**src/hdl/tta_mul.sv**
```systemverilog
// ----------------------------------------------------------------------------
// tta_mul
// Shared 32x32 unsigned multiplier with registered product.
// ----------------------------------------------------------------------------
`timescale 1ns / 1ps
`default_nettype none

module tta_mul
(
    input  wire logic        clk,
    input  wire logic [31:0] a,
    input  wire logic [31:0] b,
    output logic      [63:0] p
);

    logic [63:0] p_reg;

    always_ff @(posedge clk)
    begin
        p_reg <= 64'(a) * 64'(b);
    end

    assign p = p_reg;

endmodule

`default_nettype wire

```
**config.mk**
```make
export PLATFORM = sky130hd
export DESIGN_NAME = tta_mul
export DESIGN_NICKNAME = d
export VERILOG_FILES = /design/src/hdl/tta_mul.sv
export SDC_FILE = /design/constraint.sdc
export NUM_CORES = 2
export LEC_CHECK = 0
export BUFFER_PORTS_ARGS = -buffer_cell sky130_fd_sc_hd__buf_4
export CAP_MARGIN = 10
export CELL_PAD_IN_SITES_DETAIL_PLACEMENT = 1
export CELL_PAD_IN_SITES_GLOBAL_PLACEMENT = 2
export CORE_MARGIN = 8
export CORE_UTILIZATION = 40
export CTS_CLUSTER_SIZE = 10
export DETAILED_ROUTE_END_ITERATION = 7
export GPL_TIMING_DRIVEN = 1
export PLACE_DENSITY_LB_ADDON = 0.1
export SETUP_SLACK_MARGIN = 0.2
export SYNTH_ARGS = -nofsm -noshare
export SYNTH_HDL_FRONTEND = slang
export SYNTH_SLANG_ARGS = --single-unit
export TNS_END_PERCENT = 50
```
**constraint.sdc**
```tcl
create_clock -name clk -period 17.5 [get_ports clk]
set_clock_uncertainty 0.1 [all_clocks]
set_input_delay 0.875 -clock clk [delete_from_list [all_inputs] [get_ports clk]]
set_output_delay 0.875 -clock clk [all_outputs]
set_load 0.005 [all_outputs]
```
## Yosys cells after proc, flatten, opt, wreduce, memory -nomap -nowiden

Cells that the tools add are included.

| word-level totals | value |
|---|---|
| bits in registers | 64 |
| bits in latches | 0 |
| bits in writable memories | 0 |
| ROM bits | 0 |
| bits of input ports | 65 |
| output and inout bits | 64 |
| word-level logic and storage cells | 2 |
| memories | 0 |

| cells by class | value |
|---|---|
| $add $sub $neg | 0 |
| multiply operators | 1 |
| divide/modulo/power cells | 0 |
| $lt $le $gt $ge | 0 |
| equality and inequality tests | 0 |
| shift operators | 0 |
| muxes and demuxes | 0 |
| bitwise operators | 0 |
| reductions and logical operators | 0 |

Operators with widths:

| cell | count |
|---|---|
| $mul 32x32->64 | 1 |

## Depth between registers and ports, before layout

| depth | value |
|---|---|
| depth after elaboration | 1 |
| depth in mapped cells | 29 |
| depth with buffers taken out | 27 |

## Worst setup path after synthesis

OpenSTA, ideal clock, no wires.

| timing | value |
|---|---|
| path kind | input to register |
| from | input port a[25] |
| to | register p_reg[62] (netlist: p[62]) |
| setup time | 0.072 ns |
| arrival time | 7.556 ns |
| required time | 17.328 ns |
| setup slack | 9.772 ns |
| cell stages on the path | 25 |
| path buffers | 2 |
| cell sequence | clkbuf_1 -> nand2_1 -> fa_1 -> inv_1 -> fa_1 -> inv_1 -> fa_1 -> inv_1 -> fa_1 -> fa_1 -> fa_1 -> fa_1 -> inv_1 -> fa_1 -> inv_1 -> ha_1 -> buf_2 -> nand4_1 -> or4_1 -> or3_1 -> a31oi_1 -> a31o_2 -> a211oi_1 -> o21ai_1 -> xor2_1 |

| on the way | value |
|---|---|
| longest elaborated chain between the ends | 1 |

Ends and longest elaborated chain:

| element | line | text |
|---|---|---|
| from (decl) | 11 | `input wire logic [31:0] a,` |
| $mul 32x32->64 | 20 | `p_reg <= 64'(a) * 64'(b);` |
| to (signal assigned) | 20 |  |
| to (decl) | 16 | `logic [63:0] p_reg;` |

No other way between the ends.

## Worst setup path in the final report

Ends and elaborated chain as after synthesis.

==> impl_summary.md <==
CTS
The post-cts repair resize count is 0. The hold buffer count at CTS is 0. The TritonCTS clock tree is done. The H-tree was split into 3 levels. Counting the buffers created by CTS gives 9. The post-CTS clock slew at the launch and capture registers of the worst setup and hold paths is 0.06 ns. The CTS sink count is 64. In this run the clock root is driven by a sky130_fd_sc_hd__clkbuf_16. The post-CTS setup buffer count is 0. The maximum buffer depth of the clock tree is 2.

Logic synthesis
The prevailing post-synth register cell is sky130_fd_sc_hd__dfxtp_1. After synthesis, the netlist uses 57 different library cells. The synthesis-stage register bit count is 64.

The post-synthesis area per instance is slightly above 9 um2. The combined area of all synthesized cells is 34700 um2. Of the synthesized area, sequential elements account for ~3.7%. Counting every net in the synthesized netlist gives between 4000 and 5000. After technology mapping, the gate count stands at 3748. The number of flops mapped to enable cells by yosys is 0. Of all flip-flops after synthesis, the portion carrying an async set or reset was 0%.

For this run, the number of Yosys warnings is 0.

Timing
After routing, the total negative slack on setup checks comes to 0 ns. The slew at the pin with the worst max-slew slack is between 0.8 and 0.9 ns. The count of endpoints failing setup in the final report is 0.

Setup repair after global routing left no endpoint under its margin. The number of max-slew violations in the final report came to 0. Derived from the worst setup path, the maximum achievable clock frequency is 117 MHz.

The final count of hold timing violations was 0. The worst path uses 48.8% of the clock period. The post-route minimum period is 8.54 ns. The max-slew headroom at the worst pin is 42.3%.

Floorplanning
The core region is about 86000 um2. The die width is 310 um. Measured along the y axis, the die boundary spans 310 um. The area enclosed by the die boundary is ~96000 um2. 129 I/O pins were placed. The initial standard-cell utilization of the core is roughly two fifths. The number of placement rows is roughly 110.

Setup path
The arrival time at the worst endpoint is between 8 and 9 ns. The data required time of the worst path is ~18 ns. The maximum net fanout on the critical path is 32. The sort of element at the start of the critical path is an input pin. The worst setup path is of the in -> reg kind. The type of destination of the critical path is a flip-flop.

Routing
The post-detailed-routing wire length is around 110 mm. The detailed router finished its first iteration with 879 violations. Dividing the detail-routed via count by the number of cells gives 5.10. Before antenna repair, the detailed router went through 4 iterations. The total via count after detailed routing is about 25000. Once detail routing completed, the nets flagged for antenna violations numbered 0. For this run, design rule violations remaining after detail routing come to 0. The final routed wire length divided by cell count is around 23 um.

Cells and area
In the final layout, the multi-input gates occupy between 20000 and 30000 um2. The sequential cells in the finished layout cover a total of roughly 1300 um2. The final layout contains ~4900 nets.

The area growth from synthesis to layout is 5.37%. The register with the most flip-flops in the layout has 64 of them. Fill cells in the final layout number 9903. The fraction of layout cells with a size suffix above 1 is 4.38%.

Placed design
The port buffer count is about 130. Routability-driven placement finished with a final weighted congestion of 0.869. The placed wire-length estimate is approximately 90 mm.

Global routing
The largest net degree at the start of global routing is 33. Summed over all layers, the global routing overflow is 0. The via count of the first global-routing pass came to 29700. The global-route wire length before repair is between 150 and 200 mm. For this run, the total global-route usage over all layers was measured as a little under a quarter. The initial antenna violation count is 5.

Status
The flow ran to the end, and the final reports show no timing, DRC or antenna violations.

Worst hold path
In this run the worst hold path is classified as in -> reg.

Run
The max-capacitance violation count is 0.
==> synth_stat cells (all sizes together) (4+ instances only) <==
| library cell | instances | share of area, % |
|---|---|---|
| o31ai | 5 | 0.23 |
| nand4 | 23 | 0.41 |
| nor2 | 20 | 0.22 |
| inv | 865 | 9.4 |
| nand3 | 10 | 0.14 |
| a221o | 4 | 0.12 |
| a21oi | 66 | 0.99 |
| clkbuf | 213 | 2.3 |
| and2 | 602 | 11 |
| a21o | 40 | 0.87 |
| buf | 7 | 0.097 |
| xnor2 | 35 | 0.88 |
| o21bai | 11 | 0.25 |
| o21a | 9 | 0.19 |
| dfxtp | 64 | 3.7 |
| nand2 | 480 | 5.2 |
| o21ai | 26 | 0.38 |
| a31oi | 12 | 0.22 |
| xor2 | 25 | 0.63 |
| fa | 896 | 52 |
| a221oi | 4 | 0.25 |
| and3 | 14 | 0.25 |
| nor3 | 7 | 0.10 |
| ha | 263 | 9.5 |
==> stage by stage <==
| step | instance area [um2] | instances | utilization (%) | setup slack (ns) | hold slack, ns |
|---|---|---|---|---|---|
| CTS | 36500 | 4827 | 42.3 | 9.01 | 0.926 |
| detailed placement | 36200 | 4811 | 42.0 | 8.64 | 1.16 |
| finish | 36500 | 4829 | 42.3 | 8.96 | 0.922 |
| global route | 36500 | 4828 | 42.3 | 8.73 | 0.920 |
| global placement | 36200 | 4811 | 42.0 | 8.76 | 1.16 |
| floorplan | 34700 | 3748 | - | 9.77 | 0.902 |
==> per-layer routing <==
metal,up-vias,GRT usage (%),wire length [um]
met3,166,1.73,2510
met1,13400,28.0,43400
met4,2,8.68,4830
met2,409,45.6,60900
li1,10700,-,-
met5,-,0,13
==> logic make-up (layout without fill, tap and decap cells) <==
group / Yosys count / in the layout / synth area share [%]
buffers and inverters: 1085 / 1009 / 11.8
AOI/OAI and AO/OA: 202 / 202 / 4.15
muxes: 1 / 1 / 0.0289
other: 0 / 2 / 0
adders and majority gates: 1159 / 1159 / 61.2
xor gates and xnor gates: 60 / 60 / 1.52
and+or+nand+nor: 1177 / 1177 / 17.6
DFF: 64 / 64 / 3.69
==> cells in the final DEF (no fill, tap or decap), types with 9 or more instances in the layout <==
cell                        Yosys  routed
sky130_fd_sc_hd__fa_1         896     896
sky130_fd_sc_hd__inv_1        865     865
sky130_fd_sc_hd__and2_1       602     602
sky130_fd_sc_hd__nand2_1      480     480
sky130_fd_sc_hd__ha_1         263     263
sky130_fd_sc_hd__buf_4          0     128
sky130_fd_sc_hd__dfxtp_1       64      64
sky130_fd_sc_hd__a21oi_1       63      63
sky130_fd_sc_hd__a21o_1        40      40
sky130_fd_sc_hd__xnor2_1       35      35
sky130_fd_sc_hd__xor2_1        25      25
sky130_fd_sc_hd__nand4_1       23      23
sky130_fd_sc_hd__o21ai_0       21      21
sky130_fd_sc_hd__nor2_1        20      20
sky130_fd_sc_hd__and3_1        14      14
sky130_fd_sc_hd__a31oi_1       12      12
sky130_fd_sc_hd__o21bai_1      10      10
sky130_fd_sc_hd__nand3_1       10      10
sky130_fd_sc_hd__o21a_1         9       9
sky130_fd_sc_hd__clkbuf_16      0       9
==> area by class of cell <==
cell class	count	share of cell area, %
Tap cell	1155	3.96
Clock buffer	10	0.654
Antenna cell	2	0.0137
Multi-Input combinational cell	2599	80.2
Sequential cell	64	3.51
Clock inverter	6	0.120
Timing Repair Buffer	128	2.63
Inverter	865	8.89
==> path summary, 6_finish.rpt <==
path | start | endpoint | slack [ns] | cells after the start
hold / removal | b[0] | p[0]$_DFF_P_ | 0.92 | 2
setup / recovery | a[25] | p[62]$_DFF_P_ | 8.96 | 23
==> critical path: stages <==
cell and delay [ns]:
sky130_fd_sc_hd__buf_4 0.40, sky130_fd_sc_hd__and2_1 0.23, sky130_fd_sc_hd__fa_1 0.46, sky130_fd_sc_hd__fa_1 0.57
sky130_fd_sc_hd__inv_1 0.06, sky130_fd_sc_hd__fa_1 0.45, sky130_fd_sc_hd__fa_1 0.55, sky130_fd_sc_hd__inv_1 0.05
sky130_fd_sc_hd__fa_1 0.63, sky130_fd_sc_hd__fa_1 0.46, sky130_fd_sc_hd__fa_1 0.49, sky130_fd_sc_hd__inv_1 0.05
sky130_fd_sc_hd__fa_1 0.50, sky130_fd_sc_hd__inv_1 0.05, sky130_fd_sc_hd__ha_1 0.42, sky130_fd_sc_hd__nand4_1 0.25
sky130_fd_sc_hd__or4_1 0.47, sky130_fd_sc_hd__or3_1 0.36, sky130_fd_sc_hd__a31oi_1 0.58, sky130_fd_sc_hd__a31o_2 0.31
sky130_fd_sc_hd__a211oi_1 0.12, sky130_fd_sc_hd__o21ai_1 0.17, sky130_fd_sc_hd__xor2_1 0.15
Power is not shown: default switching activity piles up to over one toggle a cycle in this logic, so the estimate is an artifact.
