==> src/hdl/tta_pkg.sv <==
// ----------------------------------------------------------------------------
// tta_pkg
// Shared constants and types of the thermistor temperature averager.
// ----------------------------------------------------------------------------
`timescale 1ns / 1ps
`default_nettype none

package tta_pkg;

    localparam int WINDOW_LENGTH = 8;

    localparam int ADC_W  = 10;
    localparam int SER_W  = 20;
    localparam int COEF_W = 40;
    localparam int TEMP_W = 16;

    // restoring divider: 2^45 dividend, 64-bit divisor
    localparam int DIV_NW = 46;
    localparam int DIV_DW = 64;

    localparam logic [SER_W-1:0]         SERIES_RST = 20'd10000;
    localparam logic signed [COEF_W-1:0] COEF_A_RST = 40'sd1109681490;
    localparam logic signed [COEF_W-1:0] COEF_B_RST = 40'sd261508450;
    localparam logic signed [COEF_W-1:0] COEF_C_RST = 40'sd222014;

    localparam logic [63:0]       LN2_Q32    = 64'd2977044472;
    localparam logic [ADC_W-1:0]  ADC_MAX    = 10'd1023;
    localparam logic signed [47:0] KELVIN_C16 = 48'sd4368;

    typedef enum logic [1:0] {
        REG_SERIES = 2'd0,
        REG_COEF_A = 2'd1,
        REG_COEF_B = 2'd2,
        REG_COEF_C = 2'd3
    } reg_idx_t;

endpackage

`default_nettype wire

==> src/hdl/tta_window.sv <==
// ----------------------------------------------------------------------------
// tta_window
// Ring window of recent temperatures with a running sum.
// ----------------------------------------------------------------------------
`timescale 1ns / 1ps
`default_nettype none

module tta_window #(
    parameter int WINDOW_LENGTH = tta_pkg::WINDOW_LENGTH,
    parameter int SUM_W         = tta_pkg::TEMP_W + $clog2(WINDOW_LENGTH)
)
(
    input  wire logic                                 clk,
    input  wire logic                                 rst_n,
    input  wire logic                                 upd,
    input  wire logic signed [tta_pkg::TEMP_W-1:0]    raw,
    output logic                                      done,
    output logic signed [SUM_W-1:0]                   sum
);

    localparam int PTR_W = $clog2(WINDOW_LENGTH);
    localparam int EXT_W = SUM_W - tta_pkg::TEMP_W;

    logic [tta_pkg::TEMP_W-1:0] mem [WINDOW_LENGTH];
    logic [WINDOW_LENGTH-1:0]   vld_reg;
    logic [tta_pkg::TEMP_W-1:0] rd_reg;
    logic                       rd_vld_reg;
    logic [PTR_W-1:0]           pos_reg;
    logic                       busy_reg;
    logic                       done_reg;
    logic signed [SUM_W-1:0]    sum_reg;
    logic [tta_pkg::TEMP_W-1:0] old;

    // entries never written read as zero
    assign old = rd_vld_reg ? rd_reg : '0;

    always_ff @(posedge clk)
    begin
        if (upd)
            rd_reg <= mem[pos_reg];
        if (busy_reg)
            mem[pos_reg] <= raw;
    end

    always_ff @(posedge clk or negedge rst_n)
    begin
        if (!rst_n)
        begin
            vld_reg    <= '0;
            rd_vld_reg <= 1'b0;
            pos_reg    <= '0;
            busy_reg   <= 1'b0;
            done_reg   <= 1'b0;
            sum_reg    <= '0;
        end
        else
        begin
            done_reg <= 1'b0;
            if (upd)
            begin
                rd_vld_reg <= vld_reg[pos_reg];
                busy_reg   <= 1'b1;
            end
            else if (busy_reg)
            begin
                busy_reg         <= 1'b0;
                done_reg         <= 1'b1;
                vld_reg[pos_reg] <= 1'b1;
                sum_reg <= sum_reg + $signed({{EXT_W{raw[tta_pkg::TEMP_W-1]}}, raw})
                                   - $signed({{EXT_W{old[tta_pkg::TEMP_W-1]}}, old});
                if (pos_reg == PTR_W'(WINDOW_LENGTH - 1))
                    pos_reg <= '0;
                else
                    pos_reg <= pos_reg + PTR_W'(1);
            end
        end
    end

    assign done = done_reg;
    assign sum  = sum_reg;

endmodule

`default_nettype wire
==> config.mk <==
export PLATFORM = sky130hd
export DESIGN_NAME = tta_window
export DESIGN_NICKNAME = d
export VERILOG_FILES = /design/src/hdl/tta_pkg.sv /design/src/hdl/tta_window.sv
export SDC_FILE = /design/constraint.sdc
export NUM_CORES = 1
export LEC_CHECK = 0
export BUFFER_PORTS_ARGS = -buffer_cell sky130_fd_sc_hd__buf_2
export CAP_MARGIN = 0
export CORE_UTILIZATION = 39
export CTS_BUF_LIST = sky130_fd_sc_hd__clkbuf_16
export DETAILED_ROUTE_END_ITERATION = 8
export GPL_ROUTABILITY_DRIVEN = 0
export PLACE_DENSITY_LB_ADDON = 0.12
export SYNTH_ARGS = -nofsm -noshare
export SYNTH_HDL_FRONTEND = slang
export SYNTH_SLANG_ARGS = --single-unit
==> constraint.sdc <==
create_clock -name clk -period 5.5 [get_ports clk]
set_input_delay 0.275 -clock clk [delete_from_list [all_inputs] [get_ports clk]]
set_output_delay 0.275 -clock clk [all_outputs]
set_load 0.01 [all_outputs]
**Word level (Yosys, flattened, before mapping)**

Memory sizes are Yosys's and may differ from the RTL's. A register that Yosys moved wholly into a read port is not among the register bits.
Index checks and enable logic that the tools add are counted.

- Bits in writable memories: 128
- Bits in registers: 33
- Output and inout port bits: 20
- Memories kept: 1

- Multiplexer cells: 10
- $lt $le $gt $ge: 2
- Reductions and logical operators: 2
- Bitwise logic cells: 2
- Equality and inequality tests: 1
- Add/subtract/negate cells: 3

Memories:

| name | depth | bits a word | read ports | clocked after Yosys merged registers in | wr ports | line | source |
|---|---|---|---|---|---|---|---|
| mem | 8 | 16 | 1 | 1 | 1 | tta_window.sv:24 | `logic [tta_pkg::TEMP_W-1:0] mem [WINDOW_LENGTH];` |

Operators with widths:

| operator | count |
|---|---|
| $add A19 B16 Y19 | 1 |
| $sub A19 B16 Y19 | 1 |
| $mux W16 | 1 |
| $or A8 B8 Y8 | 1 |
| $mux W1 | 6 |
| $lt A3 B4 Y1 const B | 1 |
| $add A3 B1 Y3 const B | 1 |
| $bmux W1 S3 | 1 |
| $demux W1 S3 | 1 |
| $eq A3 B3 Y1 const B | 1 |
| $ge A3 B1 Y1 const B | 1 |
| $mux W3 | 1 |
| $reduce_and A2 Y1 | 1 |
| $logic_and A1 B1 Y1 | 1 |
| $not A1 Y1 | 1 |

**Longest topological paths before layout**

- Word-level depth: 5
- Mapped depth: 13
- Gate-level depth less buffers: 11

**Worst setup path before layout**

No wires, ideal clock.

- Kind: register to register
- From: register rd_vld_reg
- To: register sum_reg[12], in the netlist sum[12]
- Data required time: 5.368 ns
- Path buffers: 1
- Arrival time: 2.702 ns
- Cell stages (with the launch flop): 13
- Slack: 2.666 ns
- Clock period less this slack: 2.834 ns
- Cells stage by stage: dfrtp_1 clkbuf_1 and2_1 ha_1 inv_1 ha_1 fa_1 a21o_1 a221oi_2 o21ai_2 a211oi_2 xor2_1 o21ai_1

- Word-level cells in the longest chain between the ends: 2

RTL lines:

| what | line | source |
|---|---|---|
| start, declared | tta_window.sv:27 | `logic rd_vld_reg;` |
| start signal, assigned | tta_window.sv:61 | `rd_vld_reg <= vld_reg[pos_reg];` |
| $mux W16 | tta_window.sv:35 | `assign old = rd_vld_reg ? rd_reg : '0;` |
| $sub A19 B16 Y19 | tta_window.sv:70 | `- $signed({{EXT_W{old[tta_pkg::TEMP_W-1]}}, old});` |
| end signal, assigned | tta_window.sv:69 | `sum_reg <= sum_reg + $signed({{EXT_W{raw[tta_pkg::TEMP_W-1]}}, raw})` |
| end, declared | tta_window.sv:31 | `logic signed [SUM_W-1:0] sum_reg;` |

No other way between the ends.
A chain may end at the register's enable or synchronous reset.

**Worst setup path after layout**

- From: register rd_vld_reg
- To: register sum_reg[18], in the netlist sum[18]

Same word-level chain as after synthesis.

==> out/results.env <==
VDD.IR_DROP.WORST_V=0.000223
POSTSYNTH.TOPFLOPCELL='sky130_fd_sc_hd__edfxtp_1'
WORST-R2R-CELL-COUNT=10
HPWL_AFTER_DETAILED_PLACEMENT_MM=11.6
TIMING_MAX_TRANSITION_VIOLATIONS_FINAL=0
UNREPAIRED_SETUP_ENDPOINTS_AFTER_GLOBAL_ROUTING='no'
CRITPATHLAUNCHTYPE='register'
CP_CELL_SEQUENCE='and2_1 -> fa_1 -> inv_1 -> fa_1 -> a21o_1 -> a221oi_2 -> o21a_2 -> o311a_2 -> o21ai_2 -> xor2_1'
TOTAL_LEAKAGE_POWER_nW=3.51
TIMING.CRITICAL_PATH.FROM='rd_vld_reg$_DFFE_PN0P_'
CLKSLEWWORSTSETUPHOLDPATHS_NS=0.07
CRIT_FAMILY='compound AO/OA/AOI/OAI gates'
DIEAREA_UM2=21000
TIMING_WORST_SLEW_PIN_VALUE_NS=1.07
TIMING.HOLD.WORST.CLASS='input port to register'
DRT-VIAS-PER-INSTANCE=5.16
ROWS=51
DRCVIOLATIONCOUNT=0
CRITPATHARRIVALTIME_NS=3.48
GR-USAGE-ALL-LAYERS=0.186
TRITONCTS='built'
WORST_HOLD_PATH.ENDPOINT='mem[6][2]$_DFFE_PP_'
SETUP-TNS-FINAL_NS=0
CRITPATHSLOWESTCELL='sky130_fd_sc_hd__dfrtp_1'
AREAGROWTHSYNTHTOFINISH_PCT=13.8
FINAL_CELLS=906
PLACE.PORT_BUFFERS=38
CP_COMMON_CELL='sky130_fd_sc_hd__fa_1'
POWER_DENSITY_nW_PER_UM2=635
SEQ_AREA_FRAC_SYNTH=0.646
MOSTFREQUENTLAYOUTCELLS='sky130_fd_sc_hd__edfxtp_1 (144), sky130_fd_sc_hd__inv_1 (73), sky130_fd_sc_hd__a22oi_1 (65), sky130_fd_sc_hd__buf_2 (38), sky130_fd_sc_hd__dfrtp_1 (33)'
INSERTION_DELAY_NS=0.44
SYN_INST=585
DIE-WIDTH_UM=145
FINALSETUPVIOLATIONS=0
CRITICAL_PATH_PEAK_FANOUT=17
TIMING.FINAL.CRIT_PERIOD_NS=3.16
CTSLONGESTPATHBUFFERS=2
TIMING.HOLD.WORST_PATH_DEPTH=1
CTS_NUM_SINKS=177
CLOCK-SKEW-FINAL_NS=0.0179
DETAILEDROUTE.FIRSTITERATIONVIOLATIONS=297
COUNT_OF_FLIP_FLOPS_WITH_A_BUILT_IN_ENABLE_AFTER_SYNTHESIS=144
POST_ROUTE_CELLS_DRIVE_ABOVE_1_SHARE=0.145
DIEHEIGHT_UM=145
ACHIEVABLE-FREQUENCY_GHz=0.316
SYNTHARSTFLOPSHARE=0.186
FINALHOLDVIOLCOUNT=0
SYNTH.FF_LATCH_COUNT=177
SYNTHESIS.NETS=644
GLOBALROUTEOVERFLOWTOTAL=0
MOSTFREQUENTLAYOUTCELL='sky130_fd_sc_hd__edfxtp_1'
POST-ROUTE-UTIL=0.460
TIMING_WORST_SETUP_PATH_TYPE='register to register'
R2R_SLACK_NS=2.34
SYNTH_AREA_PER_CELL_UM2=13.6
YOSYSUNIQUECELLTYPES=51
REG2REG_TO='sum[18]$_DFFE_PN0P_'
MAX-SLEW-MARGIN-REL=0.285
TOTAL_POWER_mW=5.75
WORSTPATHREQUIRED_NS=5.82
CTS-BUFFERS-INSERTED=17
HOLD_START='raw[2]'
INITIAL_UTILIZATION=0.404
REGTOREGSTARTPOINT='rd_vld_reg$_DFFE_PN0P_'
DETAILEDROUTE.FIRSTPASSITERATIONCOUNT=5
INITIAL_ANTENNA_VIOLATION_COUNT=0
IO_PINS=39
CAP_VIOL_MAX_COUNT=0
POST-CTS-SETUP-BUFFER-COUNT=0
WORST_SLACK_NS=2.34
VIAS=4676
PRE_CTS_SLACK_NS=2.32
GRT_PASS1_VIAS=4875
CTS-HTREE-LEVELS=4
SYNTHESIS.AREA_UM2=7970
YOSYS_WARNINGS=0
DP.CELLS=873
DRTANTENNAVIOLNETS=0
CPPEAKSTAGEDELAY_NS=0.52
CORE_REGION_AREA_UM2=19700
TIMING.CRITICAL_PATH.TO_TYPE='register'
GRT_MAX_DEGREE=42
MIN_PERIOD_OVER_PERIOD=0.575
TIMING.CRITICAL_PATH.BUF_INV=1
ANTENNADIODECOUNT=0
LARGEST_REG_FLOPS=128
RUN_STATUS='completed'
DRT-WIRELENGTH-PER-CELL_UM=20.2
WIRELENGTH_MM=18.3
DESIGN.FINAL.NETS=687
CTS.ROOT.BUFFER_CELL='sky130_fd_sc_hd__clkbuf_16'
FIRST_PASS_GRT_WIRE_LENGTH_MM=28.9
## worst max path at each step
stage | end | depth (start not counted)
after floorplan | sum[12]$_DFFE_PN0P_ | 12
after global placement | sum[12]$_DFFE_PN0P_ | 10
after detailed placement | sum[12]$_DFFE_PN0P_ | 10
after CTS | sum[12]$_DFFE_PN0P_ | 10
after global routing | sum[10]$_DFFE_PN0P_ | 10
final | sum[18]$_DFFE_PN0P_ | 10
## layer usage
layer,share of wire,GRT usage,wire [um]
met5,0,0,0
met4,0.011,0.0574,207
met3,0.029,0.0324,526
met2,0.47,0.296,8610
met1,0.49,0.259,8990
## per-stage QoR
| stage | cell area, um^2 | hold slack, ns |
|---|---|---|
| floorplan | 7970 | -0.0206 |
| global placement | 8450 | 0.399 |
| detailed placement | 8450 | 0.418 |
| CTS | 9060 | 0.109 |
| global route | 9060 | 0.130 |
| finish | 9060 | 0.119 |
## cell type report
cell class	instances	area, um^2
flip-flops and latches	177	5150
repair buffers	46	253
clock buffers	17	425
inverters	74	278
clock inverters	15	178
well taps	265	332
multi-input cells	312	2450
fillers	1749	10700
## cells in the mapped netlist (all sizes together), types with 9 or more instances
cell type / number / area [um^2]
nand4: 20 / 125
clkbuf: 14 / 52.6
nor3: 9 / 50.1
ha: 22 / 275
edfxtp: 144 / 4320
fa: 18 / 360
o21ai: 21 / 116
a21o: 15 / 113
nand2: 33 / 126
a21oi: 13 / 68.8
and2: 26 / 163
inv: 74 / 278
dfrtp: 33 / 826
a22oi: 65 / 488
## power breakdown
| part | switching, mW | internal [mW] |
|---|---|---|
| Sequential | 0.163 | 1.77 |
| Clock | 0.546 | 0.683 |
| Combinational | 1.56 | 1.03 |
## worst reg2reg max path, delay by kind of cell, from the launching register on
kind / cells / cell delay (ns)
flops: 1 / 0.52
fa+ha+maj: 2 / 0.94
compound gates: 5 / 1.17
buf+inv: 1 / 0.07
simple gates: 1 / 0.22
xor+xnor: 1 / 0.14
## cells by family after synthesis
logic type	synth area share
AO/OA/AOI/OAI	0.125
XOR/XNOR	0.0121
adder cells (fa/ha/maj)	0.0798
buffers and inverters	0.0462
flip-flops	0.646
multiplexers	0.00660
AND/OR/NAND/NOR	0.0839
## repair_timing
action,in CTS,in global routing
hold endpoints to repair,33,0
hold buffers,1,0
gates resized for setup,0,0
(Power assumes the default switching activity.)
