File: src/hdl/tta_pkg.sv
// ----------------------------------------------------------------------------
// tta_pkg
// Shared constants and types of the thermistor temperature averager.
// ----------------------------------------------------------------------------
`timescale 1ns / 1ps
`default_nettype none

package tta_pkg;

    localparam int WINDOW_LENGTH = 8;

    localparam int ADC_W  = 10;
    localparam int SER_W  = 20;
    localparam int COEF_W = 40;
    localparam int TEMP_W = 16;

    // restoring divider: 2^45 dividend, 64-bit divisor
    localparam int DIV_NW = 46;
    localparam int DIV_DW = 64;

    localparam logic [SER_W-1:0]         SERIES_RST = 20'd10000;
    localparam logic signed [COEF_W-1:0] COEF_A_RST = 40'sd1109681490;
    localparam logic signed [COEF_W-1:0] COEF_B_RST = 40'sd261508450;
    localparam logic signed [COEF_W-1:0] COEF_C_RST = 40'sd222014;

    localparam logic [63:0]       LN2_Q32    = 64'd2977044472;
    localparam logic [ADC_W-1:0]  ADC_MAX    = 10'd1023;
    localparam logic signed [47:0] KELVIN_C16 = 48'sd4368;

    typedef enum logic [1:0] {
        REG_SERIES = 2'd0,
        REG_COEF_A = 2'd1,
        REG_COEF_B = 2'd2,
        REG_COEF_C = 2'd3
    } reg_idx_t;

endpackage

`default_nettype wire

File: src/hdl/tta_div.sv
// ----------------------------------------------------------------------------
// tta_div
// Restoring divider, one quotient bit per cycle.
// ----------------------------------------------------------------------------
`timescale 1ns / 1ps
`default_nettype none

module tta_div #(
    parameter int NW = tta_pkg::DIV_NW,
    parameter int DW = tta_pkg::DIV_DW
)
(
    input  wire logic          clk,
    input  wire logic          rst_n,
    input  wire logic          start,
    input  wire logic [NW-1:0] num,
    input  wire logic [DW-1:0] den,
    output logic               busy,
    output logic               done,
    output logic      [NW-1:0] quo
);

    localparam int CNT_W = $clog2(NW + 1);

    logic              busy_reg;
    logic              done_reg;
    logic [CNT_W-1:0]  cnt_reg;
    logic [NW-1:0]     num_reg;
    logic [NW-1:0]     quo_reg;
    logic [DW-1:0]     rem_reg;
    logic [DW-1:0]     den_reg;
    logic [DW:0]       trial;
    logic              fits;

    assign trial = {rem_reg, num_reg[NW-1]};
    assign fits  = trial >= {1'b0, den_reg};

    always_ff @(posedge clk or negedge rst_n)
    begin
        if (!rst_n)
        begin
            busy_reg <= 1'b0;
            done_reg <= 1'b0;
            cnt_reg  <= '0;
        end
        else
        begin
            done_reg <= 1'b0;
            if (start && !busy_reg)
            begin
                busy_reg <= 1'b1;
                cnt_reg  <= CNT_W'(NW);
            end
            else if (busy_reg)
            begin
                cnt_reg <= cnt_reg - CNT_W'(1);
                if (cnt_reg == CNT_W'(1))
                begin
                    busy_reg <= 1'b0;
                    done_reg <= 1'b1;
                end
            end
        end
    end

    always_ff @(posedge clk)
    begin
        if (start && !busy_reg)
        begin
            num_reg <= num;
            den_reg <= den;
            rem_reg <= '0;
            quo_reg <= '0;
        end
        else if (busy_reg)
        begin
            rem_reg <= fits ? DW'(trial - {1'b0, den_reg}) : trial[DW-1:0];
            quo_reg <= {quo_reg[NW-2:0], fits};
            num_reg <= {num_reg[NW-2:0], 1'b0};
        end
    end

    assign busy = busy_reg;
    assign done = done_reg;
    assign quo  = quo_reg;

endmodule

`default_nettype wire

File: config.mk
export PLATFORM = sky130hd
export DESIGN_NAME = tta_div
export DESIGN_NICKNAME = d
export VERILOG_FILES = /design/src/hdl/tta_pkg.sv /design/src/hdl/tta_div.sv
export SDC_FILE = /design/constraint.sdc
export NUM_CORES = 1
export LEC_CHECK = 0
export BUFFER_PORTS_ARGS = -buffer_cell sky130_fd_sc_hd__clkbuf_2
export CAP_MARGIN = 20
export CORE_MARGIN = 2
export CORE_UTILIZATION = 60
export CTS_CLUSTER_SIZE = 10
export DETAILED_ROUTE_END_ITERATION = 7
export HOLD_SLACK_MARGIN = 0.05
export MAX_ROUTING_LAYER = met4
export PLACE_DENSITY = 0.92
export SLEW_MARGIN = 15
export SYNTH_ARGS = -nofsm -noshare
export SYNTH_HDL_FRONTEND = slang
export SYNTH_SLANG_ARGS = --single-unit
File: constraint.sdc
create_clock -name clk -period 7.53 [get_ports clk]
set_clock_uncertainty 0.05 [all_clocks]
set_input_delay 0.3765 -clock clk [delete_from_list [all_inputs] [get_ports clk]]
set_output_delay 0.3765 -clock clk [all_outputs]
set_load 0.01 [all_outputs]
; Word level (Yosys, flattened, before mapping)
; Index checks and enable logic that the tools add are counted.
[classes]
add_sub_neg = 2
magnitude_cmp = 1
eq_ne = 1
n_mux = 11
reduce_logical = 3
[op_table]
columns = cell, n
row1 = two-way mux 46 bit, 2
row2 = >= comparator 65 x 64 -> 1 bit, 1
row3 = two-way mux 64 bit, 1
row4 = subtractor 64 bit, 1
row5 = two-way mux 6 bit, 2
row6 = "== test 6 x 1 -> 1 bit, second input constant", 1
row7 = two-way mux 1 bit, 6
row8 = "subtractor 6 x 1 -> 6 bit, second input constant", 1
row9 = nonzero test 2 bit, 1
row10 = logical AND 1 bit, 1
row11 = logical NOT 1 bit, 1
[word_totals]
register_bits = 228
inputBits = 113
output_inout_bits = 48
wordCells = 25

; Longest topological paths before layout
; Gate-level depths: netlist (run 1).
[logic_depth]
depth_word = 4
mapped_depth = 15

; Least setup slack after synthesis (run 1)
; No wires, ideal clock.
[synth_timing]
kind = register to register
start = register busy_reg, in the netlist busy
end = register num_reg[38], data pin
setup_ns = 0.265
arrival_time_ns = 3.081
slack_ns = 4.134
path_stages_with_launch = 4
period_less_slack_ns = 3.396
path_cell_list = dfrtp_1 -> nor2_1 -> buf_1 -> mux2_2
[synth_via]
elab_chain_cells = 3
[synth_rtl]
columns = item, line
row1 = start: declaration, tta_div.sv:25  ; logic busy_reg;
row2 = start signal: assignment, tta_div.sv:42  ; busy_reg <= 1'b0;
row3 = start signal: assignment, tta_div.sv:51  ; busy_reg <= 1'b1;
row4 = start signal: assignment, tta_div.sv:59  ; busy_reg <= 1'b0;
row5 = logical NOT 1 bit, tta_div.sv:68  ; if (start && !busy_reg)
row6 = logical AND 1 bit, tta_div.sv:68
row7 = two-way mux 46 bit, tta_div.sv:68
row8 = end signal: assignment, tta_div.sv:70  ; num_reg <= num;
row9 = end signal: assignment, tta_div.sv:79  ; num_reg <= {num_reg[NW-2:0], 1'b0};
row10 = end: declaration, tta_div.sv:28  ; logic [NW-1:0] num_reg;
; No other way between the ends.
; A chain may end at the register's enable or synchronous reset.

; Final worst setup path (run 1)
[layout_timing]
start = register den_reg[46]
end = register rem_reg[62]
[layout_via]
elab_chain_cells = 2
[layout_rtl]
columns = item, line
row1 = start: declaration, tta_div.sv:31  ; logic [DW-1:0] den_reg;
row2 = start signal: assignment, tta_div.sv:71  ; den_reg <= den;
row3 = subtractor 64 bit / >= comparator 65 x 64 -> 1 bit (equally long branches), "tta_div.sv:77, tta_div.sv:36"
row4 = two-way mux 64 bit (*), tta_div.sv:77  ; rem_reg <= fits ? DW'(trial - {1'b0, den_reg}) : trial[DW-1:0];
row5 = end signal: assignment, tta_div.sv:77
row6 = end: declaration, tta_div.sv:30  ; logic [DW-1:0] rem_reg;
; Every way passes the cells marked *; elsewhere a longest branch is shown, timed or not.

==> results of run 1 <==
-- final timing paths --
kind	to	cells past startpoint
min in group asynchronous	cnt_reg[4]	2
worst min register to register	rem_reg[12]	2
worst max-delay path	rem_reg[62]	11
worst max register to register	rem_reg[62]	11
max in group asynchronous	busy	2
worst min-delay path	num_reg[5]	2
-- stage by stage --
stage                     cells  util [%]  area (sq um)  setup WS [ps]
after floorplan            1335         -         12500           4130
after global placement     1701      65.9         13400           3630
after detailed placement   1701      65.9         13400           3530
after CTS                  1815      73.1         14800           3510
after global routing       1815      73.1         14800           3130
final                      1815      73.1         14800           3450
-- cell usage after synthesis (3+ instances only) --
master	number	area [sq um]
a211oi_1	3	22.5
a21boi_0	3	22.5
a21o_1	31	233
a21oi_1	92	460
a221oi_2	3	45.0
a22oi_1	10	75.1
a31o_1	3	26.3
a31oi_1	14	87.6
a32oi_1	4	35.0
a41oi_1	3	26.3
and2_1	3	18.8
and3_1	9	56.3
buf_1	8	30.0
buf_2	11	55.1
buf_4	3	22.5
clkbuf_1	45	169
dfrtp_1	8	200
dfxtp_1	110	2200
edfxtp_1	110	3300
ha_1	66	826
inv_1	87	327
mux2_1	3	33.8
mux2_2	46	518
mux2i_1	26	260
nand2_1	214	803
nand2b_1	9	56.3
nand3_1	19	95.1
nand4_1	19	119
nor2_1	52	195
nor2b_1	11	68.8
nor3_1	14	70.1
nor4_1	3	18.8
o211ai_1	11	82.6
o21a_1	4	30.0
o21ai_0	101	505
o21ai_1	53	265
o21bai_1	12	90.1
or3_1	3	18.8
xnor2_1	29	254
xor2_1	30	263
-- placed cells by master, fill, tap and decap left out, drive strengths merged, types with 5 or more instances in the layout --
cell and instances:
clkbuf 207, a21oi 92, a21o 32, dfxtp 110
o21ai 155, xnor2 29, inv 89, a221oi 5
nor2b 11, dlygate4sd3 65, nor2 53, nand3 19
o21bai 12, ha 66, mux2 50, mux2i 26
buf 6, a31oi 14, dfrtp 8, edfxtp 110
a211oi 5, a22oi 11, and3 9, o211ai 11
nor3 14, nand2 214, nand4 20, xor2 30
nand2b 9
-- worst max-delay path: stages (launching register included) --
cell and delay (ps):
edfxtp_1 340, inv_1 60, ha_1 430, and4_1 300, nor2b_1 240, nand2_1 140
nor4_1 320, nand3_1 100, o211ai_1 180, a211o_4 700, nand2_1 690, o311ai_1 430
-- power groups by stage --
stage | Clock (uW) | Combinational, uW | Sequential [uW]
floorplan | 0 | 2290 | 2110
global placement | 0 | 2940 | 2120
detailed placement | 0 | 3050 | 2150
CTS | 1240 | 3110 | 2140
global route | 1290 | 3500 | 2210
finish | 1230 | 3190 | 2170
-- logic make-up after synthesis --
kind of cell    count (synthesis)  share of synthesized area, %
compound gates                379                          18.6
xor+xnor                       59                          4.14
fa+ha+maj                      67                          6.78
buf+inv                       158                          5.09
flops                         228                          45.7
mux                            76                          6.63
simple gates                  368                          13.0
-- layout make-up --
cell class | count | area, sq um
clock inverter | 2 | 23.8
multi-input combinational | 949 | 6150
timing repair buffer | 231 | 1500
clock buffer | 47 | 792
fill | 1395 | 5460
sequential | 228 | 5710
tap | 270 | 338
inverter | 88 | 330
-- routing by layer --
| layer | GRT usage (%) | wire length, microns |
|---|---|---|
| met5 | - | 0 |
| met4 | 11.9 | 1500 |
| met3 | 6.10 | 2910 |
| met2 | 52.0 | 16100 |
| met1 | 39.6 | 13900 |
-- what timing repair did --
item	CTS	global route
hold buffers	65	0
resized for setup	0	0
endpoints found under the hold margin	72	0
==> flow_summary.yaml, run 1 <==
critical_path:
  r2r_slack_ps: 3450
  start_kind: "register"
  worst_ep_arrival_time_ps: 4480
  crit_fanout: 59
  critPathRequiredTime_ps: 7930
  crit_start: "den_reg[46]"
  worst_setup_path_end_kind: "register"
  reg2reg_from: "den_reg[46]"
  crit_type: "reg2reg"
floorplanning:
  die_area_sq_um: 22000
  die_width_microns: 148
  start_util_pct: 61.5
  dieHeight_microns: 148
  rows: 52
  num_io_pins: 161
  coreArea_sq_um: 20300
run_status:
  failed_checks: "design-rule violations"
  status: "finished, violations left"
grt:
  grt_pass1_wl_mm: 54.9
  grt_max_degree: 70
  antenna_found_initial: 0
  grt_use_total_pct: 31.8
  overflow: 0
  grt_pass1_vias: 10900
yosys:
  ys_warn_count: 0
  yosysUniqueCellTypes: 82
  ys_seq_area_share_pct: 45.7
  synthesis.area_sq_um: 12500
  synth-seq-cells: 228
  synth-async-reset-ratio_pct: 3.51
  syn_inst: 1335
  syn_area_per_cell_sq_um: 9.34
  synthFlopType: "edfxtp_1"
  synth_edf_count: 110
  synth_fp_nets: 1515
sta:
  timing.hold.ws_ps: 78.4
  fin_crit_ps: 4080
  worst_pin_slew_ps: 1030
  maxSlewHeadroom_pct: 31.5
  hold_viol_final: 0
  setup_violations: 0
  slew_viol_final: 0
  fmax_mhz: 245
  finalSetupTns_ps: 0
  rsz0062_at_grt: "false"
  period_share_pct: 54.1
placement:
  place_congestion: 1.01
  portBuffers: 160
  dpl.hpwl_mm: 22.3
power_and_ir_drop:
  p_switching_uw: 2750
  clkPwrFrac_pct: 18.7
  power_leakage_uw: 0.00654
  power.total_uw: 6590
  p_seq_share_pct: 32.9
  p_int_uw: 3840
  p_sw_share_pct: 41.7
  power_density_nw_per_um2: 444
  peakVddDrop_v: 0.000319
  comb_power_share_pct: 48.4
cells_and_area:
  final_nets: 1705
  drive_above_1_share_pct: 17.4
  area_delta_synth_final_pct: 18.9
  antennaDiodeCount: 0
cts:
  cts-htree-levels: 1
  clock-sinks: 228
  clk_pin_slew_ps: 60
  cts_buffers: 27
  root_buffer: "clkbuf_16"
  cts_tree: "yes"
  clock_path_buffers: 3
  post_cts_buffers: 0
  clk-insertion-delay-late_ps: 550
detailed_routing:
  wl_mm: 34.4
  drc: 1
  vias_per_cell: 6.01
  drt-initial-drc-count: 982
  ant_nets: 0
  vias: 10900
  firstDrtPassIters: 8
  routedWlPerCell_microns: 19.0
job:
  cap_violations: 0
hold_path:
  hp-start: "num[5]"
  min_path_type: "in2reg"
Power figures use the tool's default switching activity.
==> inputs of run 2 (changes only) <==
ABC_AREA = 1   (was unset)
CORE_UTILIZATION = 54   (was 60)
PLACE_DENSITY = 0.87   (was 0.92)
clock period = 3.4 ns   (was 7.53 ns; I/O delays follow)
==> flow_summary.yaml, run 2 <==
run_status:
  status: "finished, final reports clean"
critical_path:
  cpMaxStageDelayCell: "ha_1"
  worst_setup_path_end_kind: "register"
  critical_path.max_stage_delay_ps: 370
  crit_type: "reg2reg"
  critical_path.top_delay_family: "simple AND/OR/NAND/NOR gates"
  crit_chain: "inv_1, ha_1, nand2_1, nor2_1, nand2_1, nor3_2, nand2_4, nand2_4, buf_12, nand2_4, nand2_1, nand2_1, nand2_1"
  crit_fanout: 28
  cp_num_buf_inv: 2
  worst_ep_arrival_time_ps: 3440
  start_kind: "register"
  critPathRequiredTime_ps: 3850
  crit_top_cell: "nand2_1"
floorplanning:
  rows: 61
  coreArea_sq_um: 27700
  num_io_pins: 161
  die_width_microns: 172
  die_area_sq_um: 29500
  dieHeight_microns: 172
  start_util_pct: 54.8
cells_and_area:
  multiInputGateArea_sq_um: 7410
  regArea_sq_um: 5710
  design_area_sq_um: 18300
  n_fill_cell: 2386
  final_cell_mix: "990 x nand2_1, 455 x inv_1, 160 x clkbuf_2"
  final_nets: 2738
  drive_above_1_share_pct: 11.2
  layoutNonFillerInstCount: 2959
  area_delta_synth_final_pct: 20.5
  final_core_util_pct: 66.0
  layout_commonest_cell: "nand2_1"
cts:
  cts_tree: "yes"
  cts-hold-fix-buffers: 112
  clock_path_buffers: 3
  cts_buffers: 28
  cts_resized: 0
  clk-insertion-delay-late_ps: 570
  cts-htree-levels: 1
  clock-sinks: 228
  clk_pin_slew_ps: 60
  root_buffer: "clkbuf_16"
  post_cts_buffers: 0
detailed_routing:
  vias_per_cell: 5.16
  firstDrtPassIters: 7
  vias: 15300
  routedWlPerCell_microns: 17.1
  drt-initial-drc-count: 1234
  wl_mm: 50.5
  ant_nets: 0
  drc: 0
sta:
  setup_violations: 0
  slew_viol_final: 0
  maxSlewHeadroom_pct: 28.3
  finalSetupTns_ps: 0
  timing.hold.ws_ps: 261
  hold_viol_final: 0
  period_share_pct: 87.7
  fin_crit_ps: 2980
  worst_pin_slew_ps: 1080
  fmax_mhz: 336
  rsz0062_at_grt: "false"
yosys:
  synthFlopType: "edfxtp_1"
  synthesis.area_sq_um: 15200
  yosys-top-cells-area: "nand2_1 24%, edfxtp_1 22%, dfxtp_1 15%"
  synthSimpleGateAreaFrac_pct: 37.6
  yosysTopAreaCell: "nand2_1"
  synth_compound_area_share_pct: 3.67
  synthTopCellsByCount: "990 x nand2_1, 456 x inv_1, 110 x dfxtp_1, 110 x edfxtp_1, 109 x nand3_1"
  synth_mux_area_share_pct: 0
  synth-seq-cells: 228
  synth_top_family_by_area: "simple AND/OR/NAND/NOR gates"
  ys_seq_area_share_pct: 37.6
  synthXorXnorAreaFrac_pct: 1.79
  synth_edf_count: 110
  synthAdderAreaFrac_pct: 5.57
  synth-async-reset-ratio_pct: 3.51
  yosysUniqueCellTypes: 38
  synth_fp_nets: 2477
  ys_warn_count: 0
  synth.most_common_cell: "nand2_1"
  yosysTopAreaCellShare_pct: 24.5
  syn_area_per_cell_sq_um: 6.61
  syn_inst: 2297
placement:
  dp.cells: 2794
  place_area_sq_um: 16300
  portBuffers: 160
  dpl.hpwl_mm: 34.3
  place_congestion: 1.03
hold_path:
  min_path_type: "in2reg"
power_and_ir_drop:
  peakVddDrop_v: 0.000853
  power_leakage_uw: 0.0101
  power_density_nw_per_um2: 936
grt:
  grt_pass1_wl_mm: 78.5
  grt_max_degree: 89
  grt_pass1_vias: 15000
  grt_use_total_pct: 35.4
  antenna_found_initial: 1
  overflow: 0
job:
  cap_violations: 0
run 2: path summary, 6_finish.rpt:
path | start | to | slack [ps] | cells past startpoint
min reg2reg | rem_reg[11] | rem_reg[11] | 420 | 2
max | den_reg[40] | rem_reg[50] | 420 | 13
min in group asynchronous | rst_n | cnt_reg[5] | 570 | 3
min | den[6] | den_reg[6] | 260 | 2
max in group asynchronous | rst_n | busy | 2430 | 3
max reg2reg | den_reg[40] | rem_reg[50] | 420 | 13
run 2: kinds of logic after synthesis:
kind of cell	Yosys count
XOR/XNOR	31
AO/OA/AOI/OAI	99
adder cells (fa/ha/maj)	67
flip-flops	228
buffers and inverters	529
AND/OR/NAND/NOR	1343
run 2: through the flow:
stage | setup WS, ps | total power (uW)
CTS | 477 | 16700
global route | 240 | 18400
global placement | 555 | 13400
floorplan | 146 | 11200
finish | 419 | 17100
detailed placement | 492 | 13600
run 2: final cells by class:
type	count	area share (%)
tap	378	2.59
timing repair buffer	283	11.1
sequential	228	31.2
antenna	2	0.0274
clock buffer	45	4.23
multi-input combinational	1540	40.5
clock inverter	6	0.575
inverter	477	9.79
run 2: power breakdown:
| part | switching [uW] | internal [uW] |
|---|---|---|
| Clock | 1220 | 1710 |
| Combinational | 6220 | 3230 |
| Sequential | 710 | 4040 |
| Total | 8150 | 8980 |
run 2: routing by layer:
metal / up-vias / part of all wire, % / GRT usage, %
met5: - / 0 / -
met4: 0 / 4.3 / 14.4
met3: 133 / 7.7 / 4.28
met2: 707 / 47 / 59.3
met1: 6944 / 41 / 43.4
li1: 7491 / - / -
